--- src/rtl/krg_pkg.sv ---
// ----------------------------------------------------------------------------
// krg_pkg
// Shared constants and types of the KISS random generator: generator
// constants, reset seeds, sequencer states and control and status structs.
// ----------------------------------------------------------------------------
package krg_pkg;

  localparam int unsigned WORD_W = 32;
  localparam int unsigned STEP_W = $clog2(WORD_W);

  // Generator constants
  localparam logic [WORD_W-1:0] LCG_MULT = 32'd69069;
  localparam logic [WORD_W-1:0] LCG_INC  = 32'd12345;
  localparam logic [WORD_W-1:0] MWC_MULT = 32'd698769069;
  localparam int unsigned XS_SHIFT_A = 13;
  localparam int unsigned XS_SHIFT_B = 17;
  localparam int unsigned XS_SHIFT_C = 5;

  // Reset seeds
  localparam logic [WORD_W-1:0] LCG_RESET   = 32'd123456789;
  localparam logic [WORD_W-1:0] XS_RESET    = 32'd362436000;
  localparam logic [WORD_W-1:0] MWC_RESET   = 32'd521288629;
  localparam logic [WORD_W-1:0] CARRY_RESET = 32'd7654321;

  // Sequencer states
  typedef enum logic [2:0] {
    ST_IDLE,
    ST_MUL,
    ST_ADD,
    ST_SUM,
    ST_START,
    ST_DIV,
    ST_DONE
  } state_t;

  // Generator step enables
  typedef struct packed {
    logic mul;
    logic add;
    logic sum;
  } gen_ctl_t;

  // Divider status
  typedef struct packed {
    logic busy;
    logic done;
  } div_stat_t;

endpackage

--- src/rtl/krg_gen.sv ---
// ----------------------------------------------------------------------------
// krg_gen
// Generator state (LCG, xorshift, multiply-with-carry) and the sum of the
// three words, advanced in three steps: multiply, add, sum.
// ----------------------------------------------------------------------------
module krg_gen (
  input  logic                        clk,
  input  logic                        rst,
  input  krg_pkg::gen_ctl_t           ctl,
  output logic [krg_pkg::WORD_W-1:0]  sum
);
  import krg_pkg::*;

  logic [WORD_W-1:0]   lcg_word;
  logic [WORD_W-1:0]   shift_word;
  logic [WORD_W-1:0]   mwc_word;
  logic [WORD_W-1:0]   mwc_carry;
  logic [WORD_W-1:0]   lcg_prod;
  logic [2*WORD_W-1:0] mwc_prod;

  logic [WORD_W-1:0]   xs_a;
  logic [WORD_W-1:0]   xs_b;
  logic [WORD_W-1:0]   xs_next;
  logic [2*WORD_W-1:0] mwc_next;

  // 13/17/5 xorshift
  always_comb begin
    xs_a    = shift_word ^ (shift_word << XS_SHIFT_A);
    xs_b    = xs_a ^ (xs_a >> XS_SHIFT_B);
    xs_next = xs_b ^ (xs_b << XS_SHIFT_C);
  end

  // MWC: product plus old carry, high word is the new carry
  assign mwc_next = mwc_prod + {{WORD_W{1'b0}}, mwc_carry};

  // Products are registered before any add
  always_ff @(posedge clk) begin
    if (ctl.mul) begin
      lcg_prod <= WORD_W'(LCG_MULT * lcg_word);
      mwc_prod <= {{WORD_W{1'b0}}, MWC_MULT} * {{WORD_W{1'b0}}, mwc_word};
    end
  end

  // Generator state
  always_ff @(posedge clk) begin
    if (rst) begin
      lcg_word   <= LCG_RESET;
      shift_word <= XS_RESET;
      mwc_word   <= MWC_RESET;
      mwc_carry  <= CARRY_RESET;
    end else begin
      if (ctl.mul) begin
        shift_word <= xs_next;
      end
      if (ctl.add) begin
        lcg_word  <= lcg_prod + LCG_INC;
        mwc_word  <= mwc_next[WORD_W-1:0];
        mwc_carry <= mwc_next[2*WORD_W-1:WORD_W];
      end
    end
  end

  // Sum of the new words, mod 2^32
  always_ff @(posedge clk) begin
    if (ctl.sum) begin
      sum <= lcg_word + shift_word + mwc_word;
    end
  end

`ifndef SYNTHESIS
  // Steps are never asked for together
  a_one_step: assert property (@(posedge clk) disable iff (rst)
    $onehot0({ctl.mul, ctl.add, ctl.sum}))
    else $error("krg_gen: overlapping step enables");

  // An add step always follows a multiply step
  a_add_after_mul: assert property (@(posedge clk) disable iff (rst)
    ctl.mul |=> ctl.add)
    else $error("krg_gen: multiply not followed by add");

  // Xorshift word never reaches zero from a nonzero seed
  a_xs_nonzero: assert property (@(posedge clk) disable iff (rst)
    shift_word != '0)
    else $error("krg_gen: xorshift word became zero");
`endif

endmodule

--- src/rtl/krg_div.sv ---
// ----------------------------------------------------------------------------
// krg_div
// Bit-serial restoring remainder unit. The dividend shifts in one bit per
// cycle, MSB first. A zero divisor leaves the dividend as result.
// ----------------------------------------------------------------------------
module krg_div (
  input  logic                        clk,
  input  logic                        rst,
  input  logic                        start,
  input  logic [krg_pkg::WORD_W-1:0]  dividend,
  input  logic [krg_pkg::WORD_W-1:0]  divisor,
  output krg_pkg::div_stat_t          stat,
  output logic [krg_pkg::WORD_W-1:0]  remainder
);
  import krg_pkg::*;

  logic [WORD_W-1:0] quo_sr;
  logic [WORD_W-1:0] rem;
  logic [STEP_W-1:0] cnt;
  logic              busy;
  logic              done;

  logic [WORD_W:0]   rem_shift;
  logic [WORD_W+1:0] diff;

  // One shift-and-subtract step
  always_comb begin
    rem_shift = {rem, quo_sr[WORD_W-1]};
    diff      = {1'b0, rem_shift} - {2'b00, divisor};
  end

  // Dividend and partial remainder
  always_ff @(posedge clk) begin
    if (start) begin
      quo_sr <= dividend;
      rem    <= '0;
    end else if (busy) begin
      quo_sr <= {quo_sr[WORD_W-2:0], 1'b0};
      if (!diff[WORD_W+1]) begin
        rem <= diff[WORD_W-1:0];
      end else begin
        rem <= rem_shift[WORD_W-1:0];
      end
    end
  end

  // Step counter and status
  always_ff @(posedge clk) begin
    if (rst) begin
      cnt  <= '0;
      busy <= 1'b0;
      done <= 1'b0;
    end else begin
      done <= 1'b0;
      if (start) begin
        cnt  <= '0;
        busy <= 1'b1;
      end else if (busy) begin
        cnt <= cnt + STEP_W'(1);
        if (cnt == STEP_W'(WORD_W - 1)) begin
          busy <= 1'b0;
          done <= 1'b1;
        end
      end
    end
  end

  assign stat.busy = busy;
  assign stat.done = done;
  assign remainder = rem;

`ifndef SYNTHESIS
  // Partial remainder stays below a nonzero divisor while stepping
  a_rem_bound: assert property (@(posedge clk) disable iff (rst)
    (busy && divisor != '0) |-> (rem < divisor))
    else $error("krg_div: partial remainder out of range");

  // A start begins a run
  a_start_busy: assert property (@(posedge clk) disable iff (rst)
    start |=> busy)
    else $error("krg_div: start did not set busy");

  // Done is a single-cycle pulse outside a run
  a_done_pulse: assert property (@(posedge clk) disable iff (rst)
    done |-> (!busy ##1 !done))
    else $error("krg_div: done malformed");

  // Result holds after a run until the next start
  a_rem_hold: assert property (@(posedge clk) disable iff (rst)
    (!busy && !start) |=> $stable(rem))
    else $error("krg_div: remainder changed while idle");
`endif

endmodule

--- src/rtl/kiss_random_generator.sv ---
// ----------------------------------------------------------------------------
// kiss_random_generator
// 32-bit KISS random generator with optional reduction modulo a limit.
// ----------------------------------------------------------------------------
// Usage:
//   Input channel (limit, limit_valid, limit_ready): each transaction asks
//   for one number. limit is the modulus; zero returns the raw 32-bit sum.
//   Output channel (value, value_valid, value_ready): one transaction per
//   request, in request order.
//   Sequence: a taken request moves the generator through its multiply,
//   add and sum steps, a start state loads the serial remainder unit,
//   which then takes one bit of the sum per cycle, and the result is
//   loaded into the output register once the unit is done; requests are
//   worked one at a time, a pace set by the bit-serial remainder unit.
//   limit_ready is high only while no request is in work. A finished
//   result sits in the output register; the next request is taken while it
//   waits. If the receiver stalls long enough that a second result is
//   ready, the sequencer holds it in the remainder unit until the output
//   register frees up.
//   Reset (rst, synchronous) restores the generator seeds and empties the
//   output register.
// ----------------------------------------------------------------------------
module kiss_random_generator (
  input  logic                        clk,
  input  logic                        rst,
  input  logic [krg_pkg::WORD_W-1:0]  limit,
  input  logic                        limit_valid,
  output logic                        limit_ready,
  output logic [krg_pkg::WORD_W-1:0]  value,
  output logic                        value_valid,
  input  logic                        value_ready
);
  import krg_pkg::*;

  state_t            state;
  state_t            state_next;
  logic [WORD_W-1:0] limit_q;
  logic [WORD_W-1:0] sum;
  logic [WORD_W-1:0] remainder;
  gen_ctl_t          gen_ctl;
  div_stat_t         div_stat;
  logic              div_start;
  logic              accept;
  logic              load;
  logic              slot_free;

  assign accept    = limit_valid && limit_ready;
  assign slot_free = !value_valid || value_ready;

  krg_gen u_gen (
    .clk (clk),
    .rst (rst),
    .ctl (gen_ctl),
    .sum (sum)
  );

  krg_div u_div (
    .clk       (clk),
    .rst       (rst),
    .start     (div_start),
    .dividend  (sum),
    .divisor   (limit_q),
    .stat      (div_stat),
    .remainder (remainder)
  );

  // State register
  always_ff @(posedge clk) begin
    if (rst) begin
      state <= ST_IDLE;
    end else begin
      state <= state_next;
    end
  end

  // Next state and step controls
  always_comb begin
    state_next  = state;
    limit_ready = 1'b0;
    gen_ctl     = '0;
    div_start   = 1'b0;
    load        = 1'b0;
    unique case (state)
      ST_IDLE: begin
        limit_ready = 1'b1;
        if (limit_valid) begin
          state_next = ST_MUL;
        end
      end
      ST_MUL: begin
        gen_ctl.mul = 1'b1;
        state_next  = ST_ADD;
      end
      ST_ADD: begin
        gen_ctl.add = 1'b1;
        state_next  = ST_SUM;
      end
      ST_SUM: begin
        gen_ctl.sum = 1'b1;
        state_next  = ST_START;
      end
      ST_START: begin
        div_start  = 1'b1;
        state_next = ST_DIV;
      end
      ST_DIV: begin
        if (div_stat.done) begin
          if (slot_free) begin
            load       = 1'b1;
            state_next = ST_IDLE;
          end else begin
            state_next = ST_DONE;
          end
        end
      end
      ST_DONE: begin
        if (slot_free) begin
          load       = 1'b1;
          state_next = ST_IDLE;
        end
      end
      default: begin
        state_next = ST_IDLE;
      end
    endcase
  end

  // Captured request
  always_ff @(posedge clk) begin
    if (accept) begin
      limit_q <= limit;
    end
  end

  // Output register
  always_ff @(posedge clk) begin
    if (rst) begin
      value_valid <= 1'b0;
    end else if (load) begin
      value_valid <= 1'b1;
    end else if (value_ready) begin
      value_valid <= 1'b0;
    end
  end

  always_ff @(posedge clk) begin
    if (load) begin
      value <= remainder;
    end
  end

`ifndef SYNTHESIS
  // A taken request starts the generator step next cycle
  a_accept_mul: assert property (@(posedge clk) disable iff (rst)
    accept |=> (state == ST_MUL))
    else $error("kiss_random_generator: request did not start work");

  // Loading a result fills the output register
  a_load_valid: assert property (@(posedge clk) disable iff (rst)
    load |=> value_valid)
    else $error("kiss_random_generator: load did not set valid");

  // A result is never loaded over one that is still waiting
  a_no_overwrite: assert property (@(posedge clk) disable iff (rst)
    load |-> slot_free)
    else $error("kiss_random_generator: result overwritten");

  // The divider only runs while the sequencer waits on it
  a_div_state: assert property (@(posedge clk) disable iff (rst)
    div_stat.busy |-> (state == ST_DIV))
    else $error("kiss_random_generator: divider busy out of sequence");
`endif

endmodule

--- config.mk ---
export PLATFORM = sky130hd
export DESIGN_NAME = kiss_random_generator
export DESIGN_NICKNAME = d
export VERILOG_FILES = /design/src/rtl/krg_pkg.sv /design/src/rtl/krg_gen.sv /design/src/rtl/krg_div.sv /design/src/rtl/kiss_random_generator.sv
export SDC_FILE = /design/constraint.sdc
export NUM_CORES = 2
export LEC_CHECK = 0
export ABC_CLOCK_PERIOD_IN_PS = 7020
export BUFFER_PORTS_ARGS = -buffer_cell sky130_fd_sc_hd__buf_2
export CORE_ASPECT_RATIO = 1.25
export CORE_MARGIN = 2
export CORE_UTILIZATION = 35
export DETAILED_ROUTE_END_ITERATION = 10
export MAX_ROUTING_LAYER = met4
export PLACE_DENSITY = 0.6
export RECOVER_POWER = 50
export SYNTH_ARGS = -nofsm -noshare
export SYNTH_HDL_FRONTEND = slang
export SYNTH_SLANG_ARGS = --single-unit
--- constraint.sdc ---
create_clock -name clk -period 7.02 [get_ports clk]
set_input_delay 0 -clock clk [delete_from_list [all_inputs] [get_ports clk]]
set_output_delay 0 -clock clk [all_outputs]
set_load 0.03 [all_outputs]
==> results.cfg <==
[setup_path]
cp_max_fo = 3
reg2reg_from = u_gen.mwc_word[13]
critPathKind = flop to flop
r2r_end = u_gen.mwc_prod[61]
critPathLaunchType = flop
path_common_cell = fa_1
slowest_delay_ns = 0.57
path_buf_inv = 9
worst_r2r_path_depth = 28
slowest_stage = fa_1
startpoint = u_gen.mwc_word[13]
critPathRequiredTime_ns = 7.37
worstPathArrival_ns = 7.78
cp_num_cells = 28
ff2ff_setup_slack_ns = -0.41
endpoint_kind = flop
cp-endpoint = u_gen.mwc_prod[61]
crit_family = adder cells

[sta]
skew_ns = 0.0432
fmax_mhz = 135
hold_viol = 0
relSlewSlack_pct = -145
holdWs_ns = 0.114
final_max_slew_viol_count = 397
tightest_slew_ns = 3.67
period_share_pct = 106
post-route-min-period_ns = 7.43
setup_violations = 19
rsz0062_at_grt = yes
setup_ws_ns = -0.413

[detailed_routing]
post_drt_via_cell_ratio = 4.97
wl_um = 126000
firstDrtPassIters = 5
route.detailed.drc = 0
ant_nets = 0
drt_iter0_markers = 1944
wl_per_cell_um = 19.6
via_count = 32000

[global_routing]
overflow = 0
grt_start_max_net_pins = 82
grt_pass1_vias = 33500
antenna_found_initial = 1
grt.total_usage_pct = 20.5
grt_first_pass_wirelength_um = 196000

[final_layout]
largest_register = u_gen.mwc_prod
layout-drive-gt1-share_pct = 14.2
largest_reg_flops = 62
nFillCells = 12100
area.growth.synth_to_final_pct = 17.4
layout_commonest_cell = inv_1
layout.nets = 5992
final_cell_mix = inv_1 (862), fa_1 (590), ha_1 (558), buf_4 (347), nand2_1 (261)

[outcome]
status = finished with violations
violations = max-capacitance violations, max-slew violations, negative setup slack

[die]
fp.dieW_um = 321
die_h_um = 400
core_mm2 = 0.125
die-area_mm2 = 0.128
rows = 145
io_pins = 70
start_util_pct = 35.2

[synth]
synth_edf_count = 222
synth-compound-area-share_pct = 10.7
netlist_area_mm2 = 0.0439
synth.area.mux_share_pct = 0.231
synth_top_family_by_area = adder cells
yosys.area.top_type = fa_1
synth-warning-count = 0
synth_xor_area_share_pct = 5.72
ys_types = 72
async_flop_share_pct = 0
synth_nets = 5547
syn_inst = 4336
synthSimpleGateAreaFrac_pct = 8.27
synth_ff_type = edfxtp_1
synth.avg_cell_area_um2 = 10.1
synth.area.top_cells = fa_1 (27%), ha_1 (16%), edfxtp_1 (15%)
synth-seq-cells = 392
ys_seq_area_share_pct = 22.9
netlist.area_leader.share_pct = 27.5
yosys.area_share.adder_pct = 43.8

[cts]
cts_buffer_depth = 3
insertion_delay_ns = 0.63
clock_sinks = 392
cts_buffers = 47
root_buffer = clkbuf_16
h-tree-depth = 2
cts_tree = done
path_clk_slew_ns = 0.06

[job]
maxCapViolations = 8

[placement]
dpl.hpwl_um = 107000
portBuffers = 69
routabilityCongestion = 0.985

[min_path]
hold_path.class = input pin to flop
## what timing repair did
action / in CTS / in global routing
hold endpoints to repair: 41 / 0
hold buffers: 35 / 0
resized for setup: 98 / 89
endpoints found under the setup margin: 29 / 37
pin swaps: 62 / 74
buffers inserted: 13 / 20
## logic make-up (layout without fill, tap and decap cells)
group	count (synthesis)	in the layout
fa+ha+maj	1175	1175
buf+inv	985	1469
simple gates	757	757
compound gates	730	730
flops	392	392
xor+xnor	287	287
mux	10	10
other cells	0	1
## worst min path at each step
stage / startpoint / to / cells after the start
final: limit[4] / limit_q[4] / 2
after global placement: limit[3] / limit_q[3] / 1
after detailed placement: limit[4] / limit_q[4] / 1
after floorplan: limit[0] / limit_q[0] / 0
after CTS: limit[24] / limit_q[24] / 2
after global routing: limit[2] / limit_q[2] / 2
## stage by stage
step                      util [%]  area (um^2)  worst slack (ns)  TNS, ns  std cells
final                         41.3        51600            -0.413    -5.04       6438
after global routing          41.3        51600            -0.666   -11.94       6438
after CTS                     41.0        51200            -0.400    -3.77       6422
after detailed placement      39.1        48800            -0.499    -6.18       6287
after global placement        39.1        48800            -0.485    -5.32       6287
after floorplan                  -        44000           0.00545        0       4336
## cell usage after synthesis, drive strengths merged, types with 52 or more instances
master  number
xnor2      189
a21o        93
o21ai      150
ha         572
edfxtp     222
a21oi      228
nor3        52
dfxtp      170
inv        898
clkbuf      76
xor2        98
fa         603
nand2      262
nor2       169
## worst register-to-register path: cells and delay by family (launching register included)
family | cells | cell delay (ns)
DFF | 1 | 0.36
AOI/OAI and AO/OA | 7 | 1.12
buffers and inverters | 9 | 0.75
xor gates and xnor gates | 1 | 0.14
and+or+nand+nor | 2 | 0.54
adders and majority gates | 9 | 4.29
## layer usage
metal,GRT usage (%),up-vias,share of wire [%]
li1,-,15200,-
met1,25.0,16000,42
met2,35.9,647,51
met3,1.85,181,3.6
met4,6.33,0,3.6
met5,-,-,0
## layout make-up
class	instances	area [um^2]	share of cell area, %
multi-input combinational	2959	30900	59.9
sequential	392	10100	19.6
timing repair buffer	482	3610	7.00
inverter	899	3390	6.57
tap	1617	2020	3.92
clock buffer	61	1280	2.48
clock inverter	27	248	0.481
antenna	1	2.50	0.00485
Power is left out: the tool's default activity adds up to more than one toggle a clock period on the data nets, which glitch-free logic cannot reach.
